File: config.mk
export PLATFORM = sky130hd
export DESIGN_NAME = stream_find_replace
export DESIGN_NICKNAME = d
export VERILOG_FILES = /design/src/design/sfr_pkg.sv /design/src/design/sfr_front.sv /design/src/design/sfr_queue.sv /design/src/design/sfr_back.sv /design/src/design/stream_find_replace.sv
export SDC_FILE = /design/constraint.sdc
export NUM_CORES = 1
export LEC_CHECK = 0
export ABC_CLOCK_PERIOD_IN_PS = 9800
export BUFFER_PORTS_ARGS = -buffer_cell sky130_fd_sc_hd__buf_2
export CAP_MARGIN = 40
export CORE_ASPECT_RATIO = 2
export CORE_MARGIN = 3
export CORE_UTILIZATION = 35
export CTS_CLUSTER_SIZE = 16
export DETAILED_ROUTE_END_ITERATION = 16
export PLACE_DENSITY_LB_ADDON = 0.15
export SLEW_MARGIN = 20
export SYNTH_ARGS = -nofsm -noshare
export SYNTH_HDL_FRONTEND = slang
export SYNTH_SLANG_ARGS = --single-unit
File: constraint.sdc
create_clock -name clk -period 9.8 [get_ports clk]
set_input_delay 1.47 -clock clk [delete_from_list [all_inputs] [get_ports clk]]
set_output_delay 1.47 -clock clk [all_outputs]
set_load 0.01 [all_outputs]
File: src/design/sfr_pkg.sv
// Shared types and constants for the stream find-and-replace block.
// No dependencies; every other design file refers to this package by scoped names.

package sfr_pkg;

  // Default bounds on pattern and replacement length, in bytes.
  localparam int MAX_PATTERN_BYTES     = 8;
  localparam int MAX_REPLACEMENT_BYTES = 8;

  // Byte slots carried by one job between the front and the back.
  localparam int ENTRY_BYTES = 8;
  // Width of byte counts and length registers.
  localparam int COUNT_W     = 4;
  // Depth of the job queue between the front and the back.
  localparam int QUEUE_DEPTH = 2;

  // Configuration port geometry.
  localparam int CFG_INDEX_W = 2;
  localparam int CFG_DATA_W  = 64;

  typedef enum logic [CFG_INDEX_W-1:0] {
    REG_PATTERN_BYTES      = 2'd0,
    REG_PATTERN_LENGTH     = 2'd1,
    REG_REPLACEMENT_BYTES  = 2'd2,
    REG_REPLACEMENT_LENGTH = 2'd3
  } cfg_reg_t;

  typedef struct packed {
    logic [7:0] data_byte;
    logic       is_end;
  } item_t;

  typedef struct packed {
    logic [7:0] out_byte;
    logic       byte_valid;
    logic       stream_end;
    logic       run_last;
  } result_t;

  // One unit of output work: emit the first count bytes, oldest in the lowest
  // byte. A job with fin set closes the stream; with count zero it is a bare
  // end marker.
  typedef struct packed {
    logic [ENTRY_BYTES*8-1:0] bytes;
    logic [COUNT_W-1:0]       count;
    logic                     fin;
  } job_t;

endpackage

File: src/design/sfr_front.sv
// Front end of the find-and-replace block: configuration registers, pending bytes
// and the per-item classification into output jobs. Depends on sfr_pkg.

module sfr_front #(
  parameter int PAT_MAX = sfr_pkg::MAX_PATTERN_BYTES,
  parameter int REP_MAX = sfr_pkg::MAX_REPLACEMENT_BYTES
) (
  input  logic                              clk,
  input  logic                              rst,
  input  logic                              cfg_write,
  input  logic [sfr_pkg::CFG_INDEX_W-1:0]   cfg_index,
  input  logic [sfr_pkg::CFG_DATA_W-1:0]    cfg_data,
  input  logic                              push,
  input  sfr_pkg::item_t                    item,
  input  logic                              queue_full,
  output logic                              job_push,
  output sfr_pkg::job_t                     job
);

  localparam int CW = sfr_pkg::COUNT_W;
  localparam int EB = sfr_pkg::ENTRY_BYTES;

  logic [63:0]   pattern_bytes;
  logic [CW-1:0] pattern_length;
  logic [63:0]   replacement_bytes;
  logic [CW-1:0] replacement_length;

  logic [7:0]    pend [PAT_MAX];
  logic [7:0]    pend_next [PAT_MAX];
  logic [CW-1:0] pend_count;
  logic [CW-1:0] pend_count_next;

  logic [CW-1:0] plen;
  logic [CW-1:0] rlen;
  logic [CW-1:0] cfg_plen;
  logic [7:0]    ext [2*EB];
  logic [EB*8-1:0] ext_packed;
  logic [CW-1:0] grown;
  logic [EB:0]   keep_ok;
  logic [CW-1:0] shift;
  logic [CW-1:0] remain;
  logic          match;
  logic          accept;

  function automatic logic [CW-1:0] clamp_plen(input logic [CW-1:0] v);
    logic [CW-1:0] r;
    r = v;
    if (r == '0) r = CW'(1);
    if (r > CW'(PAT_MAX)) r = CW'(PAT_MAX);
    return r;
  endfunction

  assign plen     = clamp_plen(pattern_length);
  assign cfg_plen = clamp_plen(cfg_data[CW-1:0]);
  assign rlen     = (replacement_length > CW'(REP_MAX)) ? CW'(REP_MAX) : replacement_length;
  assign accept   = push && !queue_full;
  assign grown    = pend_count + CW'(1);

  // Pending bytes with the incoming byte appended at the end.
  always_comb begin
    for (int i = 0; i < 2*EB; i++) begin
      ext[i] = '0;
    end
    for (int i = 0; i < PAT_MAX; i++) begin
      if (CW'(i) < pend_count) begin
        ext[i] = pend[i];
      end
    end
    ext[pend_count] = item.data_byte;
    for (int i = 0; i < EB; i++) begin
      ext_packed[i*8 +: 8] = ext[i];
    end
  end

  // keep_ok[k]: dropping the first k bytes leaves a prefix of the pattern.
  always_comb begin
    for (int k = 0; k <= EB; k++) begin
      keep_ok[k] = 1'b1;
      for (int j = 0; j < EB; j++) begin
        if (CW'(k + j) < grown && ext[k + j] != pattern_bytes[j*8 +: 8]) begin
          keep_ok[k] = 1'b0;
        end
      end
    end
    shift = CW'(EB);
    for (int k = EB; k >= 0; k--) begin
      if (keep_ok[k]) shift = CW'(k);
    end
  end

  assign remain = grown - shift;
  assign match  = (remain == plen);

  always_comb begin
    job_push        = 1'b0;
    job             = '0;
    pend_count_next = pend_count;
    for (int i = 0; i < PAT_MAX; i++) begin
      pend_next[i] = pend[i];
    end
    if (accept) begin
      if (item.is_end) begin
        job.bytes       = ext_packed;
        job.count       = pend_count;
        job.fin         = 1'b1;
        job_push        = 1'b1;
        pend_count_next = '0;
      end else begin
        for (int i = 0; i < PAT_MAX; i++) begin
          pend_next[i] = ext[shift + CW'(i)];
        end
        if (match) begin
          job.bytes       = replacement_bytes;
          job.count       = rlen;
          pend_count_next = '0;
        end else begin
          job.bytes       = ext_packed;
          job.count       = shift;
          pend_count_next = remain;
        end
        job_push = (job.count != '0);
      end
    end
  end

  always_ff @(posedge clk) begin
    for (int i = 0; i < PAT_MAX; i++) begin
      pend[i] <= pend_next[i];
    end
    if (rst) begin
      pattern_bytes      <= '0;
      pattern_length     <= CW'(1);
      replacement_bytes  <= '0;
      replacement_length <= '0;
      pend_count         <= '0;
    end else begin
      pend_count <= pend_count_next;
      if (cfg_write) begin
        case (sfr_pkg::cfg_reg_t'(cfg_index))
          sfr_pkg::REG_PATTERN_BYTES: begin
            pattern_bytes <= cfg_data[63:0];
          end
          sfr_pkg::REG_PATTERN_LENGTH: begin
            pattern_length <= cfg_data[CW-1:0];
            if (pend_count >= cfg_plen) pend_count <= '0;
          end
          sfr_pkg::REG_REPLACEMENT_BYTES: begin
            replacement_bytes <= cfg_data[63:0];
          end
          sfr_pkg::REG_REPLACEMENT_LENGTH: begin
            replacement_length <= cfg_data[CW-1:0];
          end
          default: begin
            pattern_bytes <= pattern_bytes;
          end
        endcase
      end
    end
  end

endmodule

File: src/design/sfr_queue.sv
// Short job queue that decouples the front end from the output serializer.
// Depends on sfr_pkg for the job type and the depth.

module sfr_queue (
  input  logic          clk,
  input  logic          rst,
  input  logic          wr,
  input  sfr_pkg::job_t wr_job,
  input  logic          rd,
  output sfr_pkg::job_t head,
  output logic          empty,
  output logic          full
);

  localparam int DEPTH = sfr_pkg::QUEUE_DEPTH;
  localparam int PW    = (DEPTH > 1) ? $clog2(DEPTH) : 1;
  localparam int NW    = $clog2(DEPTH + 1);

  sfr_pkg::job_t slots [DEPTH];
  logic [PW-1:0] wr_ptr;
  logic [PW-1:0] rd_ptr;
  logic [NW-1:0] fill;
  logic          do_wr;
  logic          do_rd;

  function automatic logic [PW-1:0] bump(input logic [PW-1:0] p);
    return (p == PW'(DEPTH - 1)) ? '0 : p + PW'(1);
  endfunction

  assign empty = (fill == '0);
  assign full  = (fill == NW'(DEPTH));
  assign head  = slots[rd_ptr];
  assign do_wr = wr && !full;
  assign do_rd = rd && !empty;

  always_ff @(posedge clk) begin
    if (do_wr) slots[wr_ptr] <= wr_job;
    if (rst) begin
      wr_ptr <= '0;
      rd_ptr <= '0;
      fill   <= '0;
    end else begin
      if (do_wr) wr_ptr <= bump(wr_ptr);
      if (do_rd) rd_ptr <= bump(rd_ptr);
      if (do_wr && !do_rd) begin
        fill <= fill + NW'(1);
      end else if (do_rd && !do_wr) begin
        fill <= fill - NW'(1);
      end
    end
  end

endmodule

File: src/design/sfr_back.sv
// Back end of the find-and-replace block: turns queued jobs into result items,
// one per cycle when popped, via an output register. Depends on sfr_pkg.

module sfr_back (
  input  logic             clk,
  input  logic             rst,
  input  sfr_pkg::job_t    head,
  input  logic             queue_empty,
  output logic             queue_pop,
  output sfr_pkg::result_t result,
  output logic             empty,
  input  logic             pop
);

  localparam int CW = sfr_pkg::COUNT_W;
  localparam int IW = $clog2(sfr_pkg::ENTRY_BYTES);

  logic             out_valid;
  sfr_pkg::result_t out_reg;
  sfr_pkg::result_t out_next;
  logic [IW-1:0]    idx;
  logic             load;
  logic             last;

  assign load      = !queue_empty && (!out_valid || pop);
  assign last      = (head.count == '0) || ({1'b0, idx} == head.count - CW'(1));
  assign queue_pop = load && last;
  assign empty     = !out_valid;
  assign result    = out_reg;

  always_comb begin
    out_next.byte_valid = (head.count != '0);
    out_next.out_byte   = out_next.byte_valid ? head.bytes[{idx, 3'b000} +: 8] : 8'd0;
    out_next.run_last   = last;
    out_next.stream_end = last && head.fin;
  end

  always_ff @(posedge clk) begin
    if (load) out_reg <= out_next;
    if (rst) begin
      out_valid <= 1'b0;
      idx       <= '0;
    end else begin
      if (load) begin
        out_valid <= 1'b1;
        idx       <= last ? '0 : idx + IW'(1);
      end else if (pop) begin
        out_valid <= 1'b0;
      end
    end
  end

endmodule

File: src/design/stream_find_replace.sv
// Top level of the streaming find-and-replace block.
// Depends on sfr_pkg, sfr_front, sfr_queue and sfr_back.

// The block rewrites a byte stream, replacing every leftmost, non-overlapping
// occurrence of the configured pattern with the configured replacement, which
// may be empty. Bytes enter through a queue-like port (push/full) and results
// leave through another (empty/pop). An item is either a data byte or an end
// marker; the end marker flushes any bytes still held as a partial match and
// flags the last result of the stream, or produces a single bare marker with
// byte_valid low when nothing is held. The front end takes one item per clock
// while its two-entry job queue has room and decides in that same cycle what
// the item releases: held bytes that can no longer start a match, the whole
// replacement, or the flush. The back end sends those bytes out one per clock
// while results are popped; an item yields at most eight results. An item that
// only extends a partial match, or completes one with an empty replacement,
// produces nothing at the output. Write the configuration registers only while
// the block is idle; lengths outside their range are clamped, and shortening
// the pattern to no more than the number of held bytes discards them.

module stream_find_replace #(
  parameter int MAX_PATTERN_BYTES     = sfr_pkg::MAX_PATTERN_BYTES,
  parameter int MAX_REPLACEMENT_BYTES = sfr_pkg::MAX_REPLACEMENT_BYTES
) (
  input  logic                            clk,
  input  logic                            rst,
  // Configuration write port.
  input  logic                            cfg_write,
  input  logic [sfr_pkg::CFG_INDEX_W-1:0] cfg_index,
  input  logic [sfr_pkg::CFG_DATA_W-1:0]  cfg_data,
  // Input items.
  input  logic                            push,
  output logic                            full,
  input  sfr_pkg::item_t                  item,
  // Result items.
  output logic                            empty,
  input  logic                            pop,
  output sfr_pkg::result_t                result
);

  sfr_pkg::job_t new_job;
  sfr_pkg::job_t head_job;
  logic          job_push;
  logic          job_pop;
  logic          queue_empty;
  logic          queue_full;

  // The input side stalls only when the job queue is full.
  assign full = queue_full;

  sfr_front #(
    .PAT_MAX (MAX_PATTERN_BYTES),
    .REP_MAX (MAX_REPLACEMENT_BYTES)
  ) u_front (
    .clk        (clk),
    .rst        (rst),
    .cfg_write  (cfg_write),
    .cfg_index  (cfg_index),
    .cfg_data   (cfg_data),
    .push       (push),
    .item       (item),
    .queue_full (queue_full),
    .job_push   (job_push),
    .job        (new_job)
  );

  sfr_queue u_queue (
    .clk    (clk),
    .rst    (rst),
    .wr     (job_push),
    .wr_job (new_job),
    .rd     (job_pop),
    .head   (head_job),
    .empty  (queue_empty),
    .full   (queue_full)
  );

  sfr_back u_back (
    .clk         (clk),
    .rst         (rst),
    .head        (head_job),
    .queue_empty (queue_empty),
    .queue_pop   (job_pop),
    .result      (result),
    .empty       (empty),
    .pop         (pop)
  );

endmodule
==> results of run 1 <==
## cell families (layout without fill, tap and decap cells)
| logic type | count (synthesis) | in the layout | share of synthesized area (%) |
|---|---|---|---|
| xor+xnor | 260 | 260 | 7.47 |
| compound gates | 951 | 951 | 20.4 |
| simple gates | 1432 | 1432 | 25.3 |
| flops | 362 | 362 | 30.1 |
| buf+inv | 436 | 499 | 6.04 |
| other cells | 0 | 13 | 0 |
| mux | 199 | 199 | 9.65 |
| fa+ha+maj | 23 | 23 | 0.949 |
## flip-flops by register name, summed over array words and instances, names as in the netlist, named ones only
name	cells
u_back.idx	3
u_back.out_valid	1
u_back.result	11
u_front.pattern_bytes	64
u_front.pattern_length	4
u_front.pend	64
u_front.pend_count	4
u_front.replacement_bytes	64
u_front.replacement_length	4
u_queue.fill	2
u_queue.rd_ptr	1
u_queue.slots	138
u_queue.wr_ptr	1
## final cells by class
| class | count | area, sq um | share of cell area [%] |
|---|---|---|---|
| multi-input combinational | 2865 | 20000 | 56.7 |
| clock inverter | 17 | 158 | 0.448 |
| tap | 1170 | 1460 | 4.16 |
| antenna | 13 | 32.5 | 0.0924 |
| inverter | 74 | 278 | 0.789 |
| clock buffer | 53 | 1080 | 3.08 |
| sequential | 362 | 9390 | 26.7 |
| timing repair buffer | 355 | 2830 | 8.03 |
## routing by layer
metal / track usage (%) / vias up
met1: 42.4 / 16648
met2: 68.5 / 2232
li1: - / 14017
met4: 48.3 / 12
met3: 9.96 / 887
met5: 0 / -
## Yosys cell counts, types with 51 or more instances
master / instances / area (sq um)
sky130_fd_sc_hd__inv_1: 70 / 263
sky130_fd_sc_hd__nor4bb_1: 51 / 510
sky130_fd_sc_hd__a211oi_1: 69 / 518
sky130_fd_sc_hd__nor2_1: 268 / 1010
sky130_fd_sc_hd__xor2_1: 64 / 561
sky130_fd_sc_hd__dfxtp_1: 149 / 2980
sky130_fd_sc_hd__edfxtp_1: 213 / 6400
sky130_fd_sc_hd__and2_1: 74 / 463
sky130_fd_sc_hd__mux4_2: 79 / 1780
sky130_fd_sc_hd__xnor2_1: 191 / 1670
sky130_fd_sc_hd__buf_2: 94 / 470
sky130_fd_sc_hd__nand3_1: 80 / 400
sky130_fd_sc_hd__clkbuf_1: 223 / 837
sky130_fd_sc_hd__a31oi_1: 132 / 826
sky130_fd_sc_hd__nand4b_1: 58 / 508
sky130_fd_sc_hd__o32ai_1: 68 / 596
sky130_fd_sc_hd__a21oi_1: 272 / 1360
sky130_fd_sc_hd__o21ai_0: 111 / 556
sky130_fd_sc_hd__nand2_1: 429 / 1610
sky130_fd_sc_hd__nor4_1: 127 / 795
sky130_fd_sc_hd__and3_1: 80 / 500
sky130_fd_sc_hd__mux2i_1: 101 / 1010
## metrics by stage
step                      hold slack [ns]  util (%)  worst slack (ns)
after floorplan                     0.436         -             0.579
after global placement              0.443      37.9              1.04
after detailed placement            0.447      38.2             0.915
after CTS                           0.456      39.6              1.29
after global routing                0.477      39.9             0.810
final                               0.456      40.0             0.953
## tightest hold or removal path, delay by kind of cell (launching register included)
| kind | cells | cell delay [ns] |
|---|---|---|
| AO/OA/AOI/OAI | 1 | 0.05 |
| flip-flops | 1 | 0.31 |
| AND/OR/NAND/NOR | 1 | 0.05 |
## worst max path at each step
stage | to | slack, ns | startpoint
after floorplan | u_queue.slots[0][0] | 0.58 | item[6]
after global placement | u_queue.slots[1][17] | 1.04 | item[4]
after detailed placement | u_queue.slots[1][17] | 0.92 | item[4]
after CTS | u_queue.slots[1][17] | 1.29 | u_front.pend_count[0]
after global routing | u_queue.slots[1][25] | 0.81 | u_front.pend_count[0]
final | u_queue.slots[1][28] | 0.95 | u_front.pend_count[0]
==> results.yml, run 1 <==
detailed_routing:
  via_count: 33796
  postRouteAntennaNets: 0
  route.detailed.vias_per_inst: 6.88
  drt_iter0_drc: 4133
  detailroute.wirelength.met3_mm: 15.5
  route.top_layer_used: "met5"
  avgRoutedWirePerCell_um: 41.0
  first_pass_iters: 6
  route.met2.wl_mm: 92.9
  length_of_routed_wiring_on_met1_mm: 64.1
  drt-total-wl_mm: 201
  remaining_drc_errors: 0
cts:
  clock_latency_ns: 0.64
  cts.sink_count: 362
  cts_root_buffer: "sky130_fd_sc_hd__clkbuf_16"
  cts_hold_buf: 0
  tritoncts.num_buffers: 38
  htree_levels: 2
  tritoncts: "built"
  post-cts-setup-buffer-count: 0
  clock_path_buffers: 3
  clkTransAtPathRegs_ns: 0.07
  cts_repair_resize_count: 0
setup_path:
  max_stage_delay_ns: 0.64
  criticalPathCategory: "flip-flop to flip-flop"
  crit_required_ns: 10.09
  worst-path-stages: 30
  reg2reg_slack_ns: 0.95
  critical_path.n_buffers_inverters: 6
  crit_path_frequent_cell: "sky130_fd_sc_hd__buf_4"
  worst_setup_path_end_kind: "flip-flop"
  reg2reg_to: "u_queue.slots[1][28]"
  cp_top_family: "simple AND/OR/NAND/NOR gates"
  slowest_stage: "sky130_fd_sc_hd__ha_1"
  worst_r2r_path_depth: 30
  r2r_start: "u_front.pend_count[0]"
  data_arrival_time_at_the_worst_slack_endpoint_ns: 9.14
  cp_max_fo: 26
  timing.critical_path.from_type: "flip-flop"
synthesis:
  mappedNetlistArea_sq_um: 31100
  synth_cells: 3663
  synth_async_sr_flop_share_pct: 0
  syn_avg_cell_area_sq_um: 8.50
  synth-seq-cells: 362
  synth_edf_count: 213
  synth.yosys.seq_area_share_pct: 30.1
  synth.lib_cells_used.distinct: 108
  yosys_warnings: 0
  ys.flop_type: "sky130_fd_sc_hd__edfxtp_1"
  synthesis.nets: 3766
finish:
  final_common_cell: "sky130_fd_sc_hd__nand2_1"
  layout.cells.most_common_list: "429 x sky130_fd_sc_hd__nand2_1, 271 x sky130_fd_sc_hd__a21oi_1, 266 x sky130_fd_sc_hd__nor2_1"
  finalInstanceArea_sq_um: 35200
  layout.cells.non_filler: 4909
  syn2layout_area_growth_pct: 13.1
  post_route_cells_drive_above_1_share_pct: 15.7
  num-fill-cells: 9091
  fin_nets: 3799
timing:
  grt_setup_unrepaired: "false"
  timing.final.setup_violations: 0
  finalCritPeriodShare_pct: 90.3
  worst_slew_margin_rel_pct: 29.0
  finalCriticalPeriod_ns: 8.85
  fin_skew_ns: 0.0583
  worstMarginPinSlew_ns: 1.06
  final.setup.tns_ns: 0
  timing.final.max_slew_violations: 0
  number_of_hold_violations_in_the_final_report: 0
  max_freq_ghz: 0.113
floorplanning:
  initial_utilization_pct: 35.3
  fp.coreArea_sq_um: 88100
  top_level_ports: 93
  core_rows: 154
  die_h_um: 428
  die-width_um: 217
  dieArea_sq_um: 92700
placement:
  gp_congestion: 1.07
  post-place-cells: 4805
  dp_hpwl_mm: 151
  post_dp_cell_area_sq_um: 33600
  placement.io_buffers: 92
grt:
  largest_net_degree_at_the_start_of_global_routing: 94
  antenna_violations_before_repair: 16
  first_pass_grt_wire_length_mm: 272
  global_route.usage.total_pct: 42.5
  first_global_vias: 32289
  grt.overflow.total: 0
hold_path:
  hold_path.class: "flip-flop to flip-flop"
  hold_path_startpoint: "u_front.replacement_bytes[17]"
  worst_hold_path.num_cells: 2
  hold-path-endpoint: "u_front.replacement_bytes[17]"
run_status:
  outcome: "complete, no violations"
job:
  timing.max_cap.violations: 0
Power of run 1 is not shown: default switching activity piles up to over one toggle a cycle in this logic, so the estimate is an artifact.
==> inputs of run 2 (changes only) <==
--- a/config.mk
+++ b/config.mk
@@ -14,5 +14,5 @@
 export CTS_CLUSTER_SIZE = 16
 export DETAILED_ROUTE_END_ITERATION = 16
-export PLACE_DENSITY_LB_ADDON = 0.15
+export PLACE_DENSITY_LB_ADDON = 0.2
 export SLEW_MARGIN = 20
 export SYNTH_ARGS = -nofsm -noshare
==> constraint.sdc (replaced) <==
create_clock -name clk -period 9.8 [get_ports clk]
set_input_delay 1.47 -clock clk [delete_from_list [all_inputs] [get_ports clk]]
set_output_delay 1.47 -clock clk [all_outputs]
set_load 0.05 [all_outputs]
==> run 2 against run 1 <==
Sequential share of layout area is 0.081 points lower; cell area up 0.31%; routed wire length down 0.30%; via count rose by 0.43%; worst setup slack gained 0.10 ns; critical path depth up 1; utilization is 0.12 points higher; hold slack barely moved; global-route usage is 0.20 points lower.
==> results.yml, run 2 (same netlist as run 1, synthesis figures left out) <==
run_status:
  outcome: "complete, no violations"
grt:
  largest_net_degree_at_the_start_of_global_routing: 80
  first_global_vias: 32120
  antenna_violations_before_repair: 13
  first_pass_grt_wire_length_mm: 271
  grt.overflow.total: 0
  global_route.usage.total_pct: 42.3
setup_path:
  crit_required_ns: 10.09
  data_arrival_time_at_the_worst_slack_endpoint_ns: 9.03
  max_stage_delay_ns: 0.70
  reg2reg_slack_ns: 1.06
  worst_r2r_path_depth: 31
  worst_setup_path_end_kind: "flip-flop"
  cp_top_family: "compound AO/OA/AOI/OAI gates"
  slowest_stage: "sky130_fd_sc_hd__o41ai_1"
  cp_max_fo: 22
  timing.critical_path.from_type: "flip-flop"
  r2r_start: "u_front.pend_count[0]"
  criticalPathCategory: "flip-flop to flip-flop"
  reg2reg_to: "u_queue.slots[0][1]"
  critical_path.n_buffers_inverters: 7
cts:
  clkTransAtPathRegs_ns: 0.07
  cts_hold_buf: 0
  cts_root_buffer: "sky130_fd_sc_hd__clkbuf_16"
  cts.sink_count: 362
  post-cts-setup-buffer-count: 0
  clock_path_buffers: 3
  tritoncts.num_buffers: 37
  clock_latency_ns: 0.64
  htree_levels: 2
  cts_repair_resize_count: 0
  tritoncts: "built"
finish:
  largest_register_ffs: 138
  layout.cells.most_common_list: "429 x sky130_fd_sc_hd__nand2_1, 271 x sky130_fd_sc_hd__a21oi_1, 266 x sky130_fd_sc_hd__nor2_1"
  syn2layout_area_growth_pct: 13.4
  finalInstanceArea_sq_um: 35300
  post_route_cells_drive_above_1_share_pct: 16.0
  fin_nets: 3822
  final_common_cell: "sky130_fd_sc_hd__nand2_1"
  max_flop_register: "u_queue.slots"
hold_path:
  hold_path.class: "flip-flop to flip-flop"
  hold_path_startpoint: "u_front.replacement_bytes[4]"
  hold-path-endpoint: "u_front.replacement_bytes[4]"
  worst_hold_path.num_cells: 2
placement:
  gp_congestion: 1.14
  dp_hpwl_mm: 150
  post_dp_cell_area_sq_um: 33800
  place_ws_ns: 0.743
  placement.io_buffers: 92
timing:
  timing.final.setup_violations: 0
  finalCritPeriodShare_pct: 89.2
  number_of_hold_violations_in_the_final_report: 0
  grt_setup_unrepaired: "false"
  timing.final.max_slew_violations: 0
  final.setup.tns_ns: 0
  finalCriticalPeriod_ns: 8.74
  fin_skew_ns: 0.0533
  worstMarginPinSlew_ns: 1.02
  fin_ws_ns: 1.06
  worst_slew_margin_rel_pct: 31.9
  max_freq_ghz: 0.114
floorplanning:
  die_h_um: 428
  dieArea_sq_um: 92700
  core_rows: 154
  die-width_um: 217
  initial_utilization_pct: 35.3
  top_level_ports: 93
  fp.coreArea_sq_um: 88100
detailed_routing:
  avgRoutedWirePerCell_um: 40.7
  route.detailed.vias_per_inst: 6.89
  first_pass_iters: 8
  via_count: 33943
  drt_iter0_drc: 4637
  drt-total-wl_mm: 201
  remaining_drc_errors: 0
  postRouteAntennaNets: 0
job:
  timing.max_cap.violations: 0
==> run 2: cell count changes in the layout (fill, tap and decap cells not counted), sizes merged <==
cell,delta
clkinvlp,+1
inv,+1
clkinv,-1
buf,+24
dlymetal6s2s,+1
diode,-1
clkdlybuf4s15,+1
clkbuf,-7
bufinv,+1
==> run 2: how the worst max path moves through the flow <==
stage                                startpoint                   to  slack, ns  depth (start not counted)
after CTS                 u_front.pend_count[1]  u_queue.slots[0][1]       1.21                         25
after global placement                  item[6]  u_queue.slots[0][3]       0.83                         26
after global routing      u_front.pend_count[0]  u_queue.slots[0][1]       0.79                         31
after floorplan                         item[6]  u_queue.slots[0][0]       0.58                         30
after detailed placement                item[6]  u_queue.slots[0][3]       0.74                         26
final                     u_front.pend_count[0]  u_queue.slots[0][1]       1.06                         31
==> run 2: area by class of cell <==
cell class              count  area [sq um]
well taps                1170          1460
repair buffers            379          2900
clock inverters            19           188
inverters                  74           278
flip-flops and latches    362          9390
multi-input cells        2865         20000
fillers                  8972         52800
clock buffers              48          1050
diodes                     12          30.0
==> run 2: worst min-delay path: cells and delay by family, from the launching register on <==
| kind | cells | cell delay (ns) |
|---|---|---|
| flops | 1 | 0.31 |
| simple gates | 1 | 0.05 |
| compound gates | 1 | 0.05 |
==> run 2: through the flow <==
step / hold slack (ns) / std cells / util (%)
2_1_floorplan: 0.436 / 3663 / -
4_1_cts: 0.457 / 4904 / 39.8
3_3_place_gp: 0.442 / 4814 / 38.2
6_report: 0.456 / 4929 / 40.1
5_1_grt: 0.477 / 4920 / 40.1
3_5_place_dp: 0.448 / 4837 / 38.4
==> run 2: routing by layer <==
layer	up-vias	routed length (um)	track usage, %
met5	-	55	0
met4	8	27500	43.9
met3	945	16700	10.1
met2	2342	93400	69.8
met1	16629	63000	42.4
li1	14019	-	-
Power of run 2 is left out for the same reason.
